**src/skoi_fifo.sv**
```systemverilog
// Small synchronous queue used between front, back and result port.
module skoi_fifo #(
  parameter int unsigned WIDTH = 8,
  parameter int unsigned DEPTH = 2
) (
  input  logic             clk_i,
  input  logic             rst_ni,
  input  logic             push_i,
  input  logic [WIDTH-1:0] wdata_i,
  output logic             full_o,
  input  logic             pop_i,
  output logic [WIDTH-1:0] rdata_o,
  output logic             empty_o
);

  localparam int unsigned PW = $clog2(DEPTH);
  localparam int unsigned CW = $clog2(DEPTH + 1);

  logic [WIDTH-1:0] mem_q [DEPTH];
  logic [PW-1:0]    wr_ptr_q, wr_ptr_d;
  logic [PW-1:0]    rd_ptr_q, rd_ptr_d;
  logic [CW-1:0]    cnt_q, cnt_d;
  logic             do_push, do_pop;

  assign full_o  = (cnt_q == CW'(DEPTH));
  assign empty_o = (cnt_q == '0);
  assign do_push = push_i && !full_o;
  assign do_pop  = pop_i && !empty_o;
  assign rdata_o = mem_q[rd_ptr_q];

  // Pointer and fill count update
  always_comb begin
    wr_ptr_d = wr_ptr_q;
    rd_ptr_d = rd_ptr_q;
    cnt_d    = cnt_q;
    if (do_push) begin
      wr_ptr_d = (wr_ptr_q == PW'(DEPTH - 1)) ? '0 : wr_ptr_q + 1'b1;
    end
    if (do_pop) begin
      rd_ptr_d = (rd_ptr_q == PW'(DEPTH - 1)) ? '0 : rd_ptr_q + 1'b1;
    end
    case ({do_push, do_pop})
      2'b10:   cnt_d = cnt_q + 1'b1;
      2'b01:   cnt_d = cnt_q - 1'b1;
      default: cnt_d = cnt_q;
    endcase
  end

  always_ff @(posedge clk_i or negedge rst_ni) begin
    if (!rst_ni) begin
      wr_ptr_q <= '0;
      rd_ptr_q <= '0;
      cnt_q    <= '0;
    end else begin
      wr_ptr_q <= wr_ptr_d;
      rd_ptr_q <= rd_ptr_d;
      cnt_q    <= cnt_d;
    end
  end

  // Storage, no reset needed
  always_ff @(posedge clk_i) begin
    if (do_push) begin
      mem_q[wr_ptr_q] <= wdata_i;
    end
  end

endmodule

```
**config.mk**
```make
export PLATFORM = sky130hd
export DESIGN_NAME = skoi_fifo
export DESIGN_NICKNAME = d
export VERILOG_FILES = /design/src/skoi_fifo.sv
export SDC_FILE = /design/constraint.sdc
export NUM_CORES = 1
export LEC_CHECK = 0
export ABC_AREA = 1
export BUFFER_PORTS_ARGS = -buffer_cell sky130_fd_sc_hd__buf_4
export CAP_MARGIN = 25
export CORE_MARGIN = 1
export CORE_UTILIZATION = 50
export CTS_BUF_LIST = sky130_fd_sc_hd__clkbuf_16
export CTS_CLUSTER_SIZE = 10
export DETAILED_ROUTE_END_ITERATION = 10
export PLACE_DENSITY_LB_ADDON = 0.05
export SLEW_MARGIN = 20
export SYNTH_ARGS = -nofsm -noshare
export SYNTH_HDL_FRONTEND = slang
export SYNTH_SLANG_ARGS = --single-unit
```
**constraint.sdc**
```tcl
create_clock -name clk_i -period 2.8 [get_ports clk_i]
set_input_delay 0.56 -clock clk_i [delete_from_list [all_inputs] [get_ports clk_i]]
set_output_delay 0.56 -clock clk_i [all_outputs]
set_load 0.01 [all_outputs]
```
==> results.yml, run 1 <==
sta:
  hold_viol: 0
  worst_pin_slew_ps: 662
  setup_tns_ps: 0
  layout_worst_path_cycle_share: 0.637
  slew_viol_final: 0
  fin_hold_ws_ps: 98.6
  rsz0062_at_grt: "no"
  setup_viol: 0
  fmax_mhz: 561
  timing.slew.headroom: 0.557
  fin_crit_ps: 1780
  clock_skew_ps: 1.32
logic_synthesis:
  synth_sequential_area_ratio: 0.711
  postSynthCellCount: 74
  syn_area_sq_um: 817
  synth.lib_cells_used.distinct: 14
  syn_area_per_cell_sq_um: 11.0
  ys.warnings.count: 0
  synthesis.nets: 87
  synth_seq_cells: 20
clock_tree:
  clkSlewWorstSetupHoldPaths_ps: 50
  post_cts_hold_buffer_count: 0
  clock-root-buffer: "sky130_fd_sc_hd__clkbuf_16"
  tritoncts.num_buffers: 3
  post_cts_resize_count: 0
  worst_skew_pair.late_latency_ps: 250
  cts_htree_levels: 1
  cts.repair_timing.setup_buffer_count: 0
  cts_tree: "done"
  numClockSinks: 20
  clock_tree.buffer_depth: 2
die:
  ioPinCount: 22
  placeableCoreArea_sq_um: 1520
  dieHeight_um: 42.4
  chipWidth_um: 42.4
  design.die.area_sq_um: 1800
  rows: 14
  initial_core_util: 0.536
drt:
  drt-wirelength-per-cell_um: 11.7
  drtAntennaViolNets: 0
  drt_iter0_markers: 18
  num_vias: 544
  drcViolationCount: 0
  drt_pass1_iterations: 4
  routed_wirelength_um: 1330
  avgViaCountPerCell: 4.77
setup_path:
  critical_path_required_ps: 2240
  cp.arrival_ps: 1220
  worst-path-max-fanout: 10
  crit_path_cell_trace: "inv_2 -> nand2_1 -> nand2_1 -> buf_4"
  crit_path_max_incr_delay_ps: 540
  regToRegSetupSlack_ps: 1290
  setup_cp_type: "register to primary output"
  cp-end-kind: "primary output"
  worstReg2RegStart: "cnt_q[1]"
  worstSetupStartpoint: "rd_ptr_q"
  timing.critical_path.mode_cell: "sky130_fd_sc_hd__nand2_1"
  cpMaxStageDelayCell: "sky130_fd_sc_hd__dfrtp_1"
  timing.critical_path.from_type: "register"
layout:
  diodes: 0
  layout.nets: 112
  area_overhead_vs_synth_pct: 34.0
  drive_gt1_frac: 0.327
  layout_commonest_cell: "sky130_fd_sc_hd__nand2_1"
  layout_common_cells: "sky130_fd_sc_hd__nand2_1, sky130_fd_sc_hd__buf_4, sky130_fd_sc_hd__edfxtp_1, sky130_fd_sc_hd__inv_1, sky130_fd_sc_hd__dfrtp_1"
  nFillCells: 111
grt:
  total_gr_overflow: 0
  vias_in_the_first_global_route: 536
  grt_start_max_net_pins: 13
  number_of_antenna_violations_at_the_first_check_in_global_routing: 0
  grt_first_pass_wirelength_um: 2160
  groute.usage.overall: 0.168
power:
  power_density_nw_per_um2: 1150
  worst_ir_drop_vdd_mv: 0.798
  power_leakage_uw: 0.000523
worst_hold_path:
  hp-class: "input port to asynchronous set/reset pin"
placement:
  place.gp.congestion: 0.786
  io_buffer_count: 21
  detailedPlacementHpwl_um: 958
job:
  maxCapViolations: 0
run_status:
  result_of_the_run: "completed"
## cell families (layout without fill, tap and decap cells)
group           Yosys count  count (layout)  share of synthesized area
fa+ha+maj                 1               1                     0.0153
flops                    20              20                      0.711
buf+inv                  11              35                     0.0521
xor+xnor                  1               1                     0.0107
simple gates             40              40                      0.201
compound gates            1               1                     0.0107
## worst max-delay path, delay by kind of cell (launching register included)
family	cells	cell delay [ps]
buf+inv	2	290
simple gates	2	140
flops	1	540
## state kept, by name (all words and copies together) (netlist names)
signal	cells
cnt_q	2
mem_q	16
rd_ptr_q	1
wr_ptr_q	1
## final timing paths
kind,end,cells past startpoint
worst max-delay path,rdata_o[4],4
worst min-delay path,cnt_q[1],1
worst max register to register,mem_q[1][5],3
worst min register to register,cnt_q[1],2
max in group asynchronous,wr_ptr_q,1
min in group clk_i,cnt_q[1],2
## metrics by stage
step	total power (uW)	setup WS, ps	util	instances	instance area, sq um
2_1_floorplan	715	1440	-	74	817
3_3_place_gp	876	1200	0.649	110	990
3_5_place_dp	891	1170	0.649	110	990
4_1_cts	1280	986	0.718	114	1090
5_1_grt	1340	919	0.718	114	1090
6_report	1260	1020	0.718	114	1090
## power by group
| part | leakage (uW) | switching [uW] | internal [uW] |
|---|---|---|---|
| sequential | 0.000197 | 56.4 | 415 |
| combinational | 0.000275 | 229 | 178 |
| clock | 0.0000511 | 99.9 | 283 |
| total | 0.000523 | 386 | 876 |
## per-layer routing
metal	share of wire	up-vias	track usage
li1	-	285	-
met1	0.43	244	0.203
met2	0.53	15	0.268
met3	0.040	0	0.0560
met4	0	0	0.0875
met5	0	-	0
## synthesized netlist by cell type
cell type | number | area share
sky130_fd_sc_hd__nor2_2 | 1 | 0.0077
sky130_fd_sc_hd__nand2_2 | 2 | 0.015
sky130_fd_sc_hd__edfxtp_1 | 16 | 0.59
sky130_fd_sc_hd__inv_1 | 7 | 0.032
sky130_fd_sc_hd__nand2_1 | 32 | 0.15
sky130_fd_sc_hd__buf_2 | 1 | 0.0061
sky130_fd_sc_hd__ha_1 | 1 | 0.015
sky130_fd_sc_hd__nand3_1 | 3 | 0.018
sky130_fd_sc_hd__dfrtp_1 | 4 | 0.12
sky130_fd_sc_hd__inv_2 | 3 | 0.014
sky130_fd_sc_hd__nor2_1 | 1 | 0.0046
sky130_fd_sc_hd__xnor2_1 | 1 | 0.011
sky130_fd_sc_hd__o21ai_2 | 1 | 0.011
sky130_fd_sc_hd__nand4_1 | 1 | 0.0077
## layout make-up
class	count	area (sq um)	area share
clock inverter	1	30.0	0.0274
inverter	10	37.5	0.0343
clock buffer	3	75.1	0.0686
sequential	20	581	0.530
timing repair buffer	21	158	0.144
tap	16	20.0	0.0183
multi-input combinational	43	194	0.177
No activity file was read; power rests on OpenSTA's default activity.
==> inputs of run 2 (changes only) <==
--- a/config.mk
+++ b/config.mk
@@ -5,11 +5,11 @@
 export SDC_FILE = /design/constraint.sdc
 export NUM_CORES = 1
 export LEC_CHECK = 0
-export ABC_AREA = 1
+export ABC_AREA = 0
 export BUFFER_PORTS_ARGS = -buffer_cell sky130_fd_sc_hd__buf_4
 export CAP_MARGIN = 25
 export CORE_MARGIN = 1
-export CORE_UTILIZATION = 50
+export CORE_UTILIZATION = 48
 export CTS_BUF_LIST = sky130_fd_sc_hd__clkbuf_16
 export CTS_CLUSTER_SIZE = 10
 export DETAILED_ROUTE_END_ITERATION = 10
==> constraint.sdc (replaced) <==
create_clock -name clk_i -period 1.7 [get_ports clk_i]
set_input_delay 0.34 -clock clk_i [delete_from_list [all_inputs] [get_ports clk_i]]
set_output_delay 0.34 -clock clk_i [all_outputs]
set_load 0.01 [all_outputs]
==> run 2 against run 1 <==
  * Sequential power rose by 67%
  * Core utilization fell by 2.2 points
  * Clock skew rose by 1.5 ps
  * Clock power rose by 21%
  * Largest cell class unchanged
  * Sequential cell count did not move
  * Non-clock buffer count rose by 3
  * Critical path type unchanged
  * First-iteration DRC count fell by 44%
  * Worst hold slack improved by 180 ps
==> results.yml, run 2 <==
grt:
  grt_first_pass_wirelength_um: 1830
  grt_start_max_net_pins: 12
  groute.usage.overall: 0.142
  number_of_antenna_violations_at_the_first_check_in_global_routing: 0
  total_gr_overflow: 0
  vias_in_the_first_global_route: 421
worst_hold_path:
  hp-class: "input port to register"
  min_path_cells: 1
  hold-path-endpoint: "mem_q[0][3]"
  worst_hold_startpoint: "wdata_i[3]"
power:
  power.combinational.fraction: 0.323
  share_seq_of_total_power: 0.426
  worst_ir_drop_vdd_mv: 0.928
  internal_power_uw: 1340
  sw_frac_of_total: 0.270
  power_leakage_uw: 0.000436
  power_density_nw_per_um2: 1750
  fin_total_pwr_uw: 1840
  share_clk_of_total_power: 0.251
  power.switching_uw: 496
layout:
  largest_reg_flops: 16
  register_name_with_the_most_flops: "mem_q"
  layout.nets: 84
  drive_gt1_frac: 0.514
  reg.largest.list: "mem_q: 16 flops, cnt_q: 2 flops"
  nFillCells: 104
  layout_commonest_cell: "sky130_fd_sc_hd__buf_4"
  area_overhead_vs_synth_pct: 36.0
  layout_common_cells: "sky130_fd_sc_hd__buf_4, sky130_fd_sc_hd__edfxtp_1, sky130_fd_sc_hd__mux2_2"
  diodes: 0
die:
  design.die.area_sq_um: 1770
  rows: 14
  placeableCoreArea_sq_um: 1510
  dieHeight_um: 42.1
  ioPinCount: 22
  initial_core_util: 0.512
  chipWidth_um: 42.1
logic_synthesis:
  synth_ff_type: "sky130_fd_sc_hd__edfxtp_1"
  synthesis.nets: 56
  synth_seq_cells: 20
  synth.lib_cells_used.distinct: 13
  netlist_top_cells_area: "sky130_fd_sc_hd__edfxtp_1, sky130_fd_sc_hd__dfrtp_1, sky130_fd_sc_hd__mux2_2, sky130_fd_sc_hd__xnor2_1, sky130_fd_sc_hd__xor2_1"
  synth_top_area_cell: "sky130_fd_sc_hd__edfxtp_1"
  syn_area_sq_um: 772
  ys.warnings.count: 0
  syn_area_per_cell_sq_um: 18.0
  postSynthCellCount: 43
  synth.cells.most_frequent: "sky130_fd_sc_hd__edfxtp_1, sky130_fd_sc_hd__mux2_2, sky130_fd_sc_hd__dfrtp_1, sky130_fd_sc_hd__nor2_1, sky130_fd_sc_hd__xnor2_1"
  synth.top_cell.area_share: 0.622
  synth_sequential_area_ratio: 0.752
  number_of_synthesized_flops_with_an_enable_pin: 16
  ys_async_sr_fraction: 0.200
  synthMostInstantiatedCell: "sky130_fd_sc_hd__edfxtp_1"
drt:
  drt-wirelength-per-cell_um: 12.8
  drtAntennaViolNets: 0
  avgViaCountPerCell: 4.93
  num_vias: 424
  routed_wirelength_um: 1100
  drt_iter0_markers: 10
  drcViolationCount: 0
  drt_pass1_iterations: 4
sta:
  slew_viol_final: 0
  setup_tns_ps: 0
  hold_viol: 0
  setup_viol: 0
  fin_crit_ps: 1580
  fmax_mhz: 633
  clock_skew_ps: 2.78
  rsz0062_at_grt: "no"
  worst_pin_slew_ps: 383
  timing.slew.headroom: 0.745
  layout_worst_path_cycle_share: 0.929
clock_tree:
  clkSlewWorstSetupHoldPaths_ps: 50
  cts_htree_levels: 1
  clock_tree.buffer_depth: 2
  tritoncts.num_buffers: 3
  clock-root-buffer: "sky130_fd_sc_hd__clkbuf_16"
  cts_tree: "done"
  worst_skew_pair.late_latency_ps: 240
  numClockSinks: 20
job:
  maxCapViolations: 0
setup_path:
  cp.arrival_ps: 1240
  setup_cp_type: "register to primary output"
  critical_path_required_ps: 1360
  reg2reg_depth: 5
  regToRegSetupSlack_ps: 300
  cp-end-kind: "primary output"
  worstReg2RegStart: "cnt_q[0]"
  worst-path-max-fanout: 9
  critical_path.reg2reg.endpoint: "cnt_q[1]"
  timing.critical_path.from_type: "register"
  worstSetupStartpoint: "rd_ptr_q"
placement:
  io_buffer_count: 21
  detailedPlacementHpwl_um: 763
  place.gp.congestion: 0.638
run_status:
  result_of_the_run: "completed"
-- run 2: logic make-up (layout without fill, tap and decap cells) --
group                      count (synthesis)  in the layout  synth area share
buffers and inverters                      2             29            0.0113
muxes                                      8              8             0.117
adders and majority gates                  1              1            0.0162
DFF                                       20             20             0.752
xor gates and xnor gates                   5              5            0.0567
and+or+nand+nor                            7              7            0.0470
-- run 2: power by group through the flow --
stage / logic, uW / registers (uW) / clock network [uW]
6_report: 594 / 785 / 462
5_1_grt: 644 / 801 / 495
4_1_cts: 607 / 786 / 476
3_5_place_dp: 602 / 790 / 0
3_3_place_gp: 594 / 789 / 0
2_1_floorplan: 393 / 738 / 0
-- run 2: worst max-delay path, stage by stage (launching register included) --
cell and delay [ps]:
sky130_fd_sc_hd__dfrtp_2 490, sky130_fd_sc_hd__mux2_2 370, sky130_fd_sc_hd__buf_4 140
-- run 2: layout make-up --
cell class | count | area (sq um) | share of cell area
clock inverter | 1 | 3.75 | 0.00358
timing repair buffer | 24 | 183 | 0.174
tap | 16 | 20.0 | 0.0191
sequential | 20 | 582 | 0.554
multi-input combinational | 21 | 183 | 0.174
inverter | 1 | 3.75 | 0.00358
clock buffer | 3 | 75.1 | 0.0715
-- run 2: worst max-delay path by stage --
stage          slack, ps     endpoint  cells past startpoint
4_1_cts              100   rdata_o[6]                      2
6_report             120   rdata_o[6]                      2
5_1_grt               80   rdata_o[6]                      2
2_1_floorplan        330  mem_q[0][0]                      3
3_5_place_dp         260   rdata_o[6]                      2
3_3_place_gp         270   rdata_o[6]                      2
-- run 2: timing repair --
action | CTS | global route
endpoints found under the setup margin | 3 | 0
hold endpoints to repair | 4 | 0
gates resized for setup | 1 | 0
setup buffers | 0 | 0
hold buffers | 1 | 0
-- run 2: metal layers --
| layer | vias up | routed length (um) | track usage |
|---|---|---|---|
| li1 | 209 | - | - |
| met1 | 204 | 511 | 0.207 |
| met2 | 11 | 542 | 0.213 |
| met3 | 0 | 48 | 0.0388 |
| met4 | 0 | 0 | 0.0375 |
| met5 | - | 0 | 0 |
-- run 2: per-stage QoR --
step	cell area [sq um]	hold WS, ps	utilization	worst slack [ps]	cells
after global routing	1050	272	0.697	78.4	86
after floorplan	772	44.4	-	329	43
final	1050	277	0.697	120	86
after detailed placement	960	141	0.637	263	81
after global placement	960	141	0.637	273	81
after CTS	1050	275	0.697	104	86
